File: config.mk
export PLATFORM = sky130hd
export DESIGN_NAME = sma_mem
export DESIGN_NICKNAME = d
export VERILOG_FILES = /design/src/rtl/core/sma_pkg.sv /design/src/rtl/core/sma_mem.sv
export SDC_FILE = /design/constraint.sdc
export NUM_CORES = 2
export LEC_CHECK = 0
export BUFFER_PORTS_ARGS = -buffer_cell sky130_fd_sc_hd__buf_2
export CORE_MARGIN = 5
export CORE_UTILIZATION = 40
export CTS_CLUSTER_DIAMETER = 200
export DETAILED_ROUTE_END_ITERATION = 8
export PLACE_DENSITY = 0.57
export SLEW_MARGIN = 30
export SYNTH_ARGS = -nofsm -noshare
export SYNTH_HDL_FRONTEND = slang
export SYNTH_SLANG_ARGS = --single-unit
File: constraint.sdc
create_clock -name clk -period 4.86 [get_ports clk]
set_clock_uncertainty 0.1 [all_clocks]
set_input_delay 0.972 -clock clk [delete_from_list [all_inputs] [get_ports clk]]
set_output_delay 0.972 -clock clk [all_outputs]
set_load 0.02 [all_outputs]
File: src/rtl/core/sma_pkg.sv
// Shared types and constants for the stack machine ALU.
package sma_pkg;

  localparam int DATA_W    = 32;
  localparam int DIV_CNT_W = $clog2(DATA_W);

  typedef enum logic [3:0] {
    OP_PUSH = 4'd0,
    OP_POP  = 4'd1,
    OP_ADD  = 4'd2,
    OP_SUB  = 4'd3,
    OP_MUL  = 4'd4,
    OP_DIV  = 4'd5,
    OP_GT   = 4'd6,
    OP_LT   = 4'd7,
    OP_EQ   = 4'd8,
    OP_NE   = 4'd9,
    OP_GE   = 4'd10,
    OP_LE   = 4'd11
  } opcode_t;

  typedef enum logic [1:0] {
    ST_OK        = 2'd0,
    ST_OVERFLOW  = 2'd1,
    ST_UNDERFLOW = 2'd2,
    ST_DIVZERO   = 2'd3
  } status_t;

  typedef enum logic [2:0] {
    S_IDLE,
    S_DECODE,
    S_POP,
    S_RD_S,
    S_EXEC,
    S_DIV,
    S_FINISH
  } state_t;

endpackage

File: src/rtl/core/sma_mem.sv
// Stack storage: one write port, one registered read port.
module sma_mem import sma_pkg::*; #(
  parameter int DEPTH = 128,
  parameter int AW    = 7
) (
  input  logic              clk,
  input  logic              we,
  input  logic [AW-1:0]     waddr,
  input  logic [DATA_W-1:0] wdata,
  input  logic [AW-1:0]     raddr,
  output logic [DATA_W-1:0] rdata
);

  logic [DATA_W-1:0] mem [DEPTH];

  always_ff @(posedge clk) begin
    if (we) begin
      mem[waddr] <= wdata;
    end
  end

  always_ff @(posedge clk) begin
    rdata <= mem[raddr];
  end

endmodule

# Yosys cells after proc, flatten, opt, wreduce, memory -nomap -nowiden
# Memories as Yosys holds them, arrays and structs flattened. A register that Yosys moved wholly into a read port is not among the register bits.
# Cells that the tools add are included.
dict set report totals {
  word_cells 3
  ff_bits 0
  mem_count 1
  mem_bits_rw 4096
}
# name depth width read_ports rd_clocked_by_memory_dff write_ports line_no
set mem_list {}
lappend mem_list {mem 128 32 1 1 1 sma_mem.sv:14} ;# logic [DATA_W-1:0] mem [DEPTH];
dict set report classes {
  mux 2
}
# cell count
set op_table {}
lappend op_table {{1-bit two-way mux} 2}

# Logic depth before layout (Yosys ltp)
dict set report logic_depth {
  word_depth 2
  ltp_mapped 8
  depth_no_buf 4
}

# Worst setup path after synthesis
# OpenSTA, ideal clock, no wires.
dict set report synth_path {
  path_kind {input to register}
  startpoint {in we}
  endpoint {mem mem[98][0], enable pin}
  path_stages 3
  setup_slack_ns 0.549
  t_arrival_ns 3.750
  path_buffers 1
  cell_sequence {clkbuf_1 -> nand4_1 -> nor3_1}
}
dict set report synth_via {
  elab_chain_len 2
}
# item line_no
set synth_lines {}
lappend synth_lines {{from (decl)} sma_mem.sv:7} ;# input logic we,
lappend synth_lines {{1-bit two-way mux} sma_mem.sv:17} ;# if (we) begin
lappend synth_lines {{1-bit two-way mux (not written as such)} sma_mem.sv:18} ;# mem[waddr] <= wdata;
lappend synth_lines {{to (decl)} sma_mem.sv:14}
# Every way passes these cells.

==> results.tsv <==
metric	value	unit
status	complete, no violations	
vias after detailed routing	71100	
Comb pwr share	5.4	%
WL final	436000	um
max incr delay on CP	0.60	ns
Final Max Tran Viols	0	
Core Box Area	0.389	mm2
most frequent CP cell	mux4_2	
IO Pins	80	
drt drc	0	
Final Hold Fails	0	
clock root buffer	clkbuf_16	
area of the multi-input gates	0.0323	mm2
CTS sink count	4128	
Sw Pwr	16.2	mW
fmax	0.290	GHz
final worst-path cycle share	71.0	%
Synth Net Count	6038	
RSZ-0062 raised after global routing	false	
syn avg cell area	26.1	um2
I/O Buffers	79	
Die Y-Extent	635	um
Sw Ratio	21.6	%
htree depth	5	
kind of start point of the critical path	primary input	
Detailed Place HPWL	251000	um
Clk Latency, worst-skew pair	1.00	ns
FF/Latch Area	0.124	mm2
# fillers	31600	
DR WL/cell	36.0	um
Area after DPL	0.167	mm2
post-CTS sizing	0	
crit-path cells	buf_12, buf_12, buf_4, buf_4, mux4_2, mux4_2, mux4_2, mux2_2	
sequential share of the synthesized area	79.1	%
Antenna Violating Nets Remaining	0	
Synth Register Bits	4128	
sequential share of power	52.6	%
max cap viols	0	
count of cell types in the netlist	17	
Slew @ Worst Pin	0.992	ns
WP buf/inv	4	
# nets final	6594	
Via density	5.87	
CTS Buf Count	413	
Area Overhead vs Synth	15.7	%
fin area	0.181	mm2
internal power	58.8	mW
CTS tree	done	
Hold Crit Class	primary input to flop	
Slowest-stage cell, CP	mux4_2	
final core utilization	46.5	%
# hold bufs at CTS	0	
Worst slew margin	33.9	%
global router's overall resource usage	21.3	%
Post-Syn Area	0.156	mm2
global route overflow	0	
vias in the first global route	72400	
Initial Utilization	40.2	%
setup bufs post-CTS	0	
ratio of total power to cell area	415	mW/mm2
clk slew on worst S/H paths	0.06	ns
Crit Path Category	primary input to flop	
Clk pwr share	42.0	%
row count	229	
minimum clock period	3.45	ns
first-pass GRT wire length	601000	um
CP required	5.62	ns
cells after synthesis	5990	
setup slack, reg-to-reg	2.13	ns
largest net degree at the start of global routing	96	
Worst Setup End Kind	flop	
antenna violations before repair	54	
yosys warns	0	
worst-path fanout max	27	
initial DRC count	8774	
critical path data arrival time	4.21	ns
leakage	55.2	nW
layout cell share with drive strength beyond 1	37.2	%
maximum VDD drop	0.332	mV
CTS Buffer Depth	4	
Die ar.	0.403	mm2
CP top delay family	multiplexers	
Finish-stage setup viols	0	
Setup TNS	0	ns
DRT Pass-1 Iters	5	
Die W	635	um
Placer Congestion	0.802	
==> stage by stage <==
stage	cells	hold slack (ns)	setup slack [ns]	power, mW
floorplan	5990	0.971	0.549	42.1
global placement	11300	1.00	0.391	44.3
detailed placement	11300	1.02	0.375	44.4
CTS	12100	0.0941	1.45	75.6
global route	12100	0.103	1.37	77.3
finish	12100	0.204	1.41	75.1
==> final cells by class <==
type                    instances  share of cell area [%]
flip-flops and latches       4128                    68.4
clock buffers                 509                    6.08
multi-input cells            1546                    17.9
clock inverters               253                    1.34
repair buffers                457                    2.70
well taps                    5197                    3.60
diodes                         27                  0.0374
==> synthesized netlist by cell type, drive strengths merged <==
cell | n | share of area, %
nand2 | 14 | 0.034
or3 | 1 | 0.0040
dfxtp | 32 | 0.41
nand4 | 3 | 0.012
buf | 134 | 0.40
clkbuf | 182 | 0.44
nor2 | 122 | 0.29
mux2 | 32 | 0.23
nand2b | 2 | 0.0080
nor3 | 9 | 0.029
mux4 | 1344 | 19
nor2b | 7 | 0.028
nand3 | 12 | 0.038
edfxtp | 4096 | 79
==> kinds of logic after synthesis <==
group	synth area share, %
flip-flops	79.1
buffers and inverters	0.839
AND/OR/NAND/NOR	0.446
multiplexers	19.6
==> layer usage <==
metal	GRT usage [%]	wire, um	vias to the layer above
met5	0	67	-
met4	6.62	14700	8
met3	3.58	33600	608
met2	35.2	216000	3115
met1	29.3	172000	39800
li1	-	-	27600
==> worst register-to-register path, delay by kind of cell (launching register included) <==
kind	cells	cell delay [ns]
mux	4	2.14
flops	1	0.36
==> power by group through the flow <==
stage	registers, mW	logic [mW]	clock network, mW
2_1_floorplan	40.2	1.90	0
3_3_place_gp	40.3	4.02	0
3_5_place_dp	40.3	4.09	0
4_1_cts	39.5	4.10	32.0
5_1_grt	39.5	4.20	33.6
6_report	39.5	4.05	31.5
==> path summary, 6_finish.rpt <==
path / startpoint / to / cells after the start
worst max-delay path: raddr[0] / rdata[24]$_DFF_P_ / 8
worst min-delay path: wdata[6] / mem[34][6]$_DFFE_PP_ / 1
worst max register to register: mem[119][25]$_DFFE_PP_ / rdata[25]$_DFF_P_ / 4
worst min register to register: mem[1][11]$_DFFE_PP_ / rdata[11]$_DFF_P_ / 4
==> layout by cell type (no fill, tap or decap), drive strengths merged <==
cell,instances
mux2,32
buf,457
nor2b,7
nand4,3
clkinv,198
bufinv,35
nor2,122
nand2b,2
edfxtp,4096
clkinvlp,13
nor3,9
dfxtp,32
nand3,12
diode,27
or3,1
mux4,1344
clkbuf,509
inv,7
nand2,14
==> flip-flops by register name, summed over array words and instances, names as in the netlist <==
| register | cells |
|---|---|
| mem | 4096 |
| rdata | 32 |
No activity file was read; power rests on OpenSTA's default activity.
