--- src/rtl/core/sma_pkg.sv ---
// Shared types and constants for the stack machine ALU.
package sma_pkg;

  localparam int DATA_W    = 32;
  localparam int DIV_CNT_W = $clog2(DATA_W);

  typedef enum logic [3:0] {
    OP_PUSH = 4'd0,
    OP_POP  = 4'd1,
    OP_ADD  = 4'd2,
    OP_SUB  = 4'd3,
    OP_MUL  = 4'd4,
    OP_DIV  = 4'd5,
    OP_GT   = 4'd6,
    OP_LT   = 4'd7,
    OP_EQ   = 4'd8,
    OP_NE   = 4'd9,
    OP_GE   = 4'd10,
    OP_LE   = 4'd11
  } opcode_t;

  typedef enum logic [1:0] {
    ST_OK        = 2'd0,
    ST_OVERFLOW  = 2'd1,
    ST_UNDERFLOW = 2'd2,
    ST_DIVZERO   = 2'd3
  } status_t;

  typedef enum logic [2:0] {
    S_IDLE,
    S_DECODE,
    S_POP,
    S_RD_S,
    S_EXEC,
    S_DIV,
    S_FINISH
  } state_t;

endpackage

--- src/rtl/core/sma_div.sv ---
// Iterative signed divider, one quotient bit per cycle, truncating toward zero.
module sma_div import sma_pkg::*; (
  input  logic              clk,
  input  logic              rst,
  input  logic              start,
  input  logic [DATA_W-1:0] dividend,
  input  logic [DATA_W-1:0] divisor,
  output logic              done,
  output logic [DATA_W-1:0] quotient
);

  logic                 busy;
  logic [DIV_CNT_W-1:0] cnt;
  logic [DATA_W-1:0]    dvd;
  logic [DATA_W-1:0]    dvs;
  logic [DATA_W-1:0]    rem;
  logic                 neg;
  logic [DATA_W-1:0]    rem_sh;
  logic [DATA_W:0]      diff;

  // remainder stays below the divisor magnitude (at most 2^31), so the shift loses nothing
  assign rem_sh   = {rem[DATA_W-2:0], dvd[DATA_W-1]};
  assign diff     = {1'b0, rem_sh} - {1'b0, dvs};
  assign quotient = neg ? (DATA_W'(0) - dvd) : dvd;

  always_ff @(posedge clk) begin
    if (rst) begin
      busy <= 1'b0;
      done <= 1'b0;
      cnt  <= '0;
    end else begin
      done <= 1'b0;
      if (start) begin
        busy <= 1'b1;
        cnt  <= '0;
      end else if (busy) begin
        cnt <= cnt + DIV_CNT_W'(1);
        if (cnt == DIV_CNT_W'(DATA_W - 1)) begin
          busy <= 1'b0;
          done <= 1'b1;
        end
      end
    end
  end

  always_ff @(posedge clk) begin
    if (start) begin
      dvd <= dividend[DATA_W-1] ? (DATA_W'(0) - dividend) : dividend;
      dvs <= divisor[DATA_W-1] ? (DATA_W'(0) - divisor) : divisor;
      rem <= '0;
      neg <= dividend[DATA_W-1] ^ divisor[DATA_W-1];
    end else if (busy) begin
      if (!diff[DATA_W]) begin
        rem <= diff[DATA_W-1:0];
        dvd <= {dvd[DATA_W-2:0], 1'b1};
      end else begin
        rem <= rem_sh;
        dvd <= {dvd[DATA_W-2:0], 1'b0};
      end
    end
  end

endmodule

--- config.mk ---
export PLATFORM = sky130hd
export DESIGN_NAME = sma_div
export DESIGN_NICKNAME = d
export VERILOG_FILES = /design/src/rtl/core/sma_pkg.sv /design/src/rtl/core/sma_div.sv
export SDC_FILE = /design/constraint.sdc
export NUM_CORES = 1
export LEC_CHECK = 0
export ABC_AREA = 1
export BUFFER_PORTS_ARGS = -buffer_cell sky130_fd_sc_hd__buf_2
export CORE_MARGIN = 1
export CORE_UTILIZATION = 63
export DETAILED_ROUTE_END_ITERATION = 12
export GPL_ROUTABILITY_DRIVEN = 0
export GPL_TIMING_DRIVEN = 0
export PLACE_DENSITY = 0.85
export SLEW_MARGIN = 20
export SYNTH_ARGS = -nofsm -noshare
export SYNTH_HDL_FRONTEND = slang
export SYNTH_SLANG_ARGS = --single-unit
--- constraint.sdc ---
create_clock -name clk -period 6.1 [get_ports clk]
set_input_delay 0.915 -clock clk [delete_from_list [all_inputs] [get_ports clk]]
set_output_delay 0.915 -clock clk [all_outputs]
set_load 0.02 [all_outputs]
Yosys cells after proc, flatten, opt, wreduce, memory -nomap -nowiden

Index checks and enable logic that the tools add are counted.

Bitwise operators: 2
Reduce and logical (&&, ||, !) cells: 3
Muxes and demuxes: 11
Eq/ne operators: 1
Add/subtract/negate cells: 5

Operators by type and width:

| operator                                           | count |
|---|---|
| two-way mux 32 bit                                 | 4 |
| subtractor 1 x 32 -> 32 bit (first input constant) | 3 |
| two-way mux 31 bit                                 | 2 |
| subtractor 32 x 32 -> 33 bit                       | 1 |
| adder 5 x 1 -> 5 bit (second input constant)       | 1 |
| == test 5 bit (second input constant)              | 1 |
| two-way mux 1 bit                                  | 5 |
| OR reduction 3 bit                                 | 1 |
| nonzero test 2 bit                                 | 1 |
| OR reduction 2 bit                                 | 1 |
| inverter 1 bit                                     | 1 |
| bitwise XOR 1 bit                                  | 1 |

Logic and storage cells: 30
Register bits after elaboration: 103
Output and inout bits: 33
Bits of input ports: 67

Longest topological paths before layout

Gate-level depths: netlist of the first run.

Depth after elaboration: 4
Mapped depth: 17
Gate-level depth less buffers: 16

Least setup slack after synthesis of the first run

No wires, ideal clock.

Kind: input to register
Start point: in start
End point: reg dvd[0] (enable)
Stages: 4
Path slack: 3.262 ns
Data required time: 5.692 ns
Arrival time: 2.430 ns
Library setup time: 0.408 ns
Buffers on the path: 2
Cell sequence: buf_2 > nor2_1 > inv_1 > clkbuf_1

Cells in the longest elaborated chain, start to end: 1

Ends and longest elaborated chain:

| item                                | line          | text |
|---|---|---|
| start: declaration                  | sma_div.sv:5  | `input logic start,` |
| nonzero test 2 bit (no source line) | n/a           |  |
| end signal: assignment              | sma_div.sv:48 | `dvd <= dividend[DATA_W-1] ? (DATA_W'(0) - dividend) : dividend;` |
| end signal: assignment              | sma_div.sv:55 | `dvd <= {dvd[DATA_W-2:0], 1'b1};` |
| end signal: assignment              | sma_div.sv:58 | `dvd <= {dvd[DATA_W-2:0], 1'b0};` |
| end: declaration                    | sma_div.sv:14 | `logic [DATA_W-1:0] dvd;` |

No other way between the ends.
A chain may end at the register's enable or synchronous reset.

Worst setup path after layout of the first run

Start point: reg dvd[0]
End point: out quotient[26]

Cells in the longest elaborated chain, start to end: 2

Ends and longest elaborated chain:

| item                        | line          | text |
|---|---|---|
| subtractor 1 x 32 -> 32 bit | sma_div.sv:24 | `assign quotient = neg ? (DATA_W'(0) - dvd) : dvd;` |
| two-way mux 32 bit          | sma_div.sv:24 |  |
| end: declaration            | sma_div.sv:9  | `output logic [DATA_W-1:0] quotient` |

No other way between the ends.

==> out/qor.csv, run 1 <==
metric,value,unit
status,finished clean,
cp-end-kind,output port,
period_needed,3410,ps
arrival,2490,ps
syn_inst,1415,
route.met2.wl,10700,um
yosysSeqAreaShare,0.299,
startpoint_type,register,
die_w,122,um
synth.avg_cell_area,6.41,um^2
cts-buffers-inserted,9,
design_area,10100,um^2
clock_latency,360,ps
vias,9365,
finalMaxSlewViolations,0,
ys_ff_latch,103,
grt.total_usage,0.342,
synth.distinct_cells,41,
max_freq,293,MHz
grt_max_degree,36,
p_leak,5.35,nW
wirelength,24700,um
cap_violations,0,
p_int,1.26,mW
syn_area,9070,um^2
pwr-share-comb,0.271,
path_clk_slew,70,ps
worstPathRequired,5180,ps
die_h,122,um
clkPwrFrac,0.291,
drive_gt1_frac,0.101,
cts_resized,0,
root_buffer,clkbuf_16,
dieArea,14900,um^2
yosysWarnings,0,
setup_viol_count_final,0,
dpl.cell_count,1693,
period_share,0.559,
worstPathMaxFanout,4,
syn_nets,1520,
met3_length,2620,um
cts_tree,yes,
dp_hpwl,19500,um
ir_drop,0.130,mV
io_buffers,97,
initial_core_util,0.648,
fin_worst_skew,11.1,ps
seqPwrFrac,0.438,
fp.coreArea,14000,um^2
antenna_found_initial,1,
powerDensity,190,nW/um^2
clk_path_buf_depth,2,
grt_pass1_vias,8334,
relSlewSlack,0.450,
first_pass_iters,6,
grt_pass1_wl,39400,um
hold_path.class,reg -> reg,
drc,0,
postCtsHoldBufs,0,
htree_num_levels,3,
io_pins,100,
via_per_inst,5.48,
rsz0062_at_grt,no,
num_rows,43,
finalNetCount,1629,
synth_ff_type,edfxtp_1,
ant_nets,0,
switching_share,0.344,
tns,0,ps
wl_met1,10900,um
cts_setup_buffers,0,
drt_first_iter_violations,935,
cts_sinks,103,
max_slew.worst_pin.slew,821,ps
synth_edf_count,65,
top_layer,met4,
globalRouteOverflowTotal,0,
antenna_cells,0,
p_total,1.91,mW
path_class,reg -> out,
wl_per_cell,14.5,um
hold_viol_final,0,
layout.cells.non_filler,1709,
area_growth,11.2,%
p_sw,0.658,mW
placed_cell_area,9810,um^2
async_flop_share,0,
[cells in the mapped netlist, types with 5 or more instances]
library cell,number,share of area
dfxtp_1,38,0.084
nor2_1,115,0.048
o21ai_1,7,0.0039
nor2_2,6,0.0041
nand3_1,130,0.072
xnor2_1,24,0.023
nand4_1,10,0.0069
clkbuf_1,16,0.0066
o31ai_1,7,0.0058
ha_1,37,0.051
a21oi_1,29,0.016
nand3b_1,25,0.021
nor3_1,24,0.013
edfxtp_1,65,0.22
a31oi_1,6,0.0041
o21ai_0,61,0.034
buf_2,7,0.0039
o21ai_2,5,0.0048
xor2_1,58,0.056
nand2_1,438,0.18
inv_1,268,0.11
[registers in the layout, indices dropped and copies added, names as in the netlist]
name,count
neg,1
dvs,32
dvd,32
rem,31
done,1
busy,1
cnt,5
[path summary, 6_finish.rpt]
check / from / to / slack [ps] / cells past startpoint
setup reg to reg: dvd[31] / rem[7] / 3400 / 16
hold reg to reg: rem[30] / rem[30] / 470 / 2
hold / removal: rem[30] / rem[30] / 470 / 2
setup / recovery: dvd[0] / quotient[26] / 2690 / 12
[power by group through the flow]
stage	Sequential [mW]	Combinational, mW	Clock [mW]
floorplan	0.843	0.340	0
global placement	0.852	0.492	0
detailed placement	0.854	0.504	0
CTS	0.839	0.508	0.558
global route	0.844	0.568	0.583
finish	0.839	0.518	0.557
[final cells by class]
class                   count  area, um^2
clock buffers               9         225
multi-input cells        1009        5160
plain buffers              34         183
inverters                 269        1010
well taps                 180         225
flip-flops and latches    103        2710
fillers                  1200        3900
clock inverters             7        53.8
repair buffers             98         513
[per-stage QoR]
step,hold WS [ps],util,setup WS [ps]
after floorplan,430,-,3260
after global placement,456,0.699,1690
after detailed placement,459,0.701,2540
after CTS,469,0.721,2710
after global routing,487,0.721,2480
final,469,0.721,2690
[critical path, stage by stage, from the launching register on]
cell	delay [ps]
edfxtp_1	430
inv_1	110
ha_1	180
nand3_1	150
nor2_1	160
nand2_1	150
nor2_2	160
nand2_1	70
nand2_1	120
o21ai_2	110
nor2_1	140
xnor2_1	150
buf_2	200
[logic make-up (layout without fill, tap and decap cells)]
group	Yosys count	in the layout	share of synthesized area
flip-flops	103	103	0.299
XOR/XNOR	82	82	0.0792
AO/OA/AOI/OAI	124	124	0.0767
buffers and inverters	303	417	0.131
adder cells (fa/ha/maj)	38	38	0.0533
AND/OR/NAND/NOR	765	765	0.360
[layout by cell type, fill, tap and decap left out, types with 2 or more instances in the layout]
cell type / Yosys / final
buf_1: 3 / 3
clkbuf_16: 0 / 9
nor3_1: 24 / 24
o21ai_0: 61 / 61
nor4_1: 2 / 2
buf_4: 4 / 4
edfxtp_1: 65 / 65
a21o_1: 3 / 3
xnor2_1: 24 / 24
a21oi_1: 29 / 29
nand2_4: 2 / 2
o31ai_1: 7 / 7
buf_2: 7 / 104
xor2_1: 58 / 58
nand2_1: 438 / 438
o21ai_2: 5 / 5
dfxtp_1: 38 / 38
nand3_1: 130 / 130
clkbuf_1: 16 / 15
nor2_2: 6 / 6
nand3b_1: 25 / 25
nor3_2: 3 / 3
o211ai_1: 2 / 2
a31oi_1: 6 / 6
inv_1: 268 / 268
nand4_1: 10 / 10
nor2_1: 115 / 115
inv_6: 0 / 2
nand2_2: 4 / 4
buf_6: 4 / 4
ha_1: 37 / 37
or2_2: 2 / 2
o21ai_1: 7 / 7
[routing by layer]
layer | GRT usage | vias up
li1 | - | 4658
met1 | 0.479 | 4195
met2 | 0.524 | 465
met3 | 0.0669 | 47
met4 | 0.116 | 0
met5 | 0 | -
(Power assumes the default switching activity.)
==> run 2, diff against run 1 <==
- CORE_UTILIZATION: 63 -> 55
- PLACE_DENSITY: 0.85 -> 0.79
- clock period: 6.1 -> 2.74 ns (I/O delays scaled with it)
==> out/qor.csv, run 2 (same netlist as run 1, synthesis figures left out) <==
metric,value,unit,change
hold_path.class,in -> reg,,
startpoint_type,register,,
cp-end-kind,output port,,
rsz0062_at_grt,yes,,
max_freq,362,MHz,
cts_tree,yes,,
die_w,130,um,+6.9%
antenna_found_initial,0,,-1
root_buffer,clkbuf_16,,
num_rows,46,,+7.0%
dp_hpwl,20100,um,+3.0%
violations,negative setup slack,,
dp_slack,-297,ps,-2830 ps
p_leak,5.44,nW,+1.8%
cts-buffers-inserted,9,,unchanged
io_buffers,97,,unchanged
htree_num_levels,3,,unchanged
utilization,0.650,,-0.0709
ant_nets,0,,unchanged
placed_cell_area,9850,um^2,+0.46%
drt_first_iter_violations,729,,-22%
finalNetCount,1641,,+0.74%
dpl.cell_count,1729,,+2.1%
relSlewSlack,0.551,,+0.100
globalRouteOverflowTotal,0,,unchanged
drc,0,,unchanged
io_pins,100,,unchanged
path_clk_slew,70,ps,about the same
fp.coreArea,16000,um^2,+14%
period_needed,2760,ps,
grt_max_degree,36,,unchanged
die_h,130,um,+6.9%
layout.cells.non_filler,1757,,+2.8%
period_share,1.01,,
design_area,10400,um^2,+3.1%
grt.total_usage,0.307,,-0.0352
largestRegisters,"dvd (32), dvs (32), rem (31)",,
drive_gt1_frac,0.124,,+0.0226
first_pass_iters,5,,-1
antenna_cells,0,,unchanged
wirelength,25300,um,+2.6%
clock_latency,350,ps,about the same
grt_pass1_vias,8674,,+4.1%
setup_viol_count_final,2,,+2
clk_path_buf_depth,2,,unchanged
status,"finished, violations left",,
ir_drop,0.347,mV,+170%
finalWorstSetupSlack,-20.1,ps,-2710 ps
area_growth,14.7,%,
worstPathRequired,2330,ps,-2850 ps
arrival,2350,ps,-140 ps
final_cell_mix,"nand2_1, inv_1, nand3_1",,
via_per_inst,5.30,,-3.3%
initial_core_util,0.567,,-0.0815
dieArea,17000,um^2,+14%
path_class,reg -> out,,
powerDensity,420,nW/um^2,+120%
fin_worst_skew,5.35,ps,-5.75 ps
cap_violations,0,,unchanged
hold_viol_final,0,,unchanged
grt_pass1_wl,40200,um,+1.9%
cts_sinks,103,,unchanged
wl_per_cell,14.4,um,-0.20%
vias,9309,,-0.60%
final_common_cell,nand2_1,,
p_total,4.37,mW,+130%
max_slew.worst_pin.slew,674,ps,-148 ps
worstPathMaxFanout,4,,unchanged
finalMaxSlewViolations,0,,unchanged
[run 2: changes by cell type in the layout (fill, tap and decap cells not counted), sizes merged]
cell,delta
clkinv,+1
inv,-3
clkbuf,+3
buf,+11
[run 2: timing repair]
item                       4_1_cts  5_1_grt
setup buffers                    2       10
pin swaps                        4       10
setup endpoints to repair       12       56
gates resized for setup         12       34
hold buffers                     0        0
[run 2: metrics by stage]
stage                     hold WS (ps)  setup TNS, ps
after floorplan                    430              0
after global placement             445         -51070
after detailed placement           458          -7800
after CTS                          234              0
after global routing               232           -609
final                              242          -29.7
[run 2: cell type report]
cell class,count,area (um^2)
Buffer,34,183
Timing Repair Buffer,110,638
Clock buffer,11,264
Sequential cell,103,2710
Multi-Input combinational cell,1009,5300
Fill cell,1495,5600
Clock inverter,5,30.0
Tap cell,216,270
Inverter,269,1010
[run 2: critical path, stage by stage (launching register included)]
cell and delay, ps:
edfxtp_1 480, nor3_4 270, nand3_2 140, nor2_4 180, nand3b_1 250, nand2_2 180
buf_4 120, xor2_1 180, buf_2 190
[run 2: power breakdown]
part | switching [mW] | internal (mW)
clock network | 0.585 | 0.692
logic | 0.792 | 0.429
registers | 0.0821 | 1.79
[run 2: final timing paths]
path	start	endpoint	slack, ps	cells after the start
hold reg to reg	rem[30]	rem[30]	470	2
setup / recovery	dvd[1]	quotient[19]	-20	8
hold / removal	rst	busy	240	2
setup reg to reg	dvd[31]	rem[18]	190	16
[run 2: metal layers]
metal | up-vias | track usage | share of wire
met3 | 82 | 0.0615 | 0.070
met4 | 0 | 0.166 | 0.043
met2 | 363 | 0.513 | 0.47
met5 | - | 0 | 0
li1 | 4677 | - | -
met1 | 4187 | 0.373 | 0.42
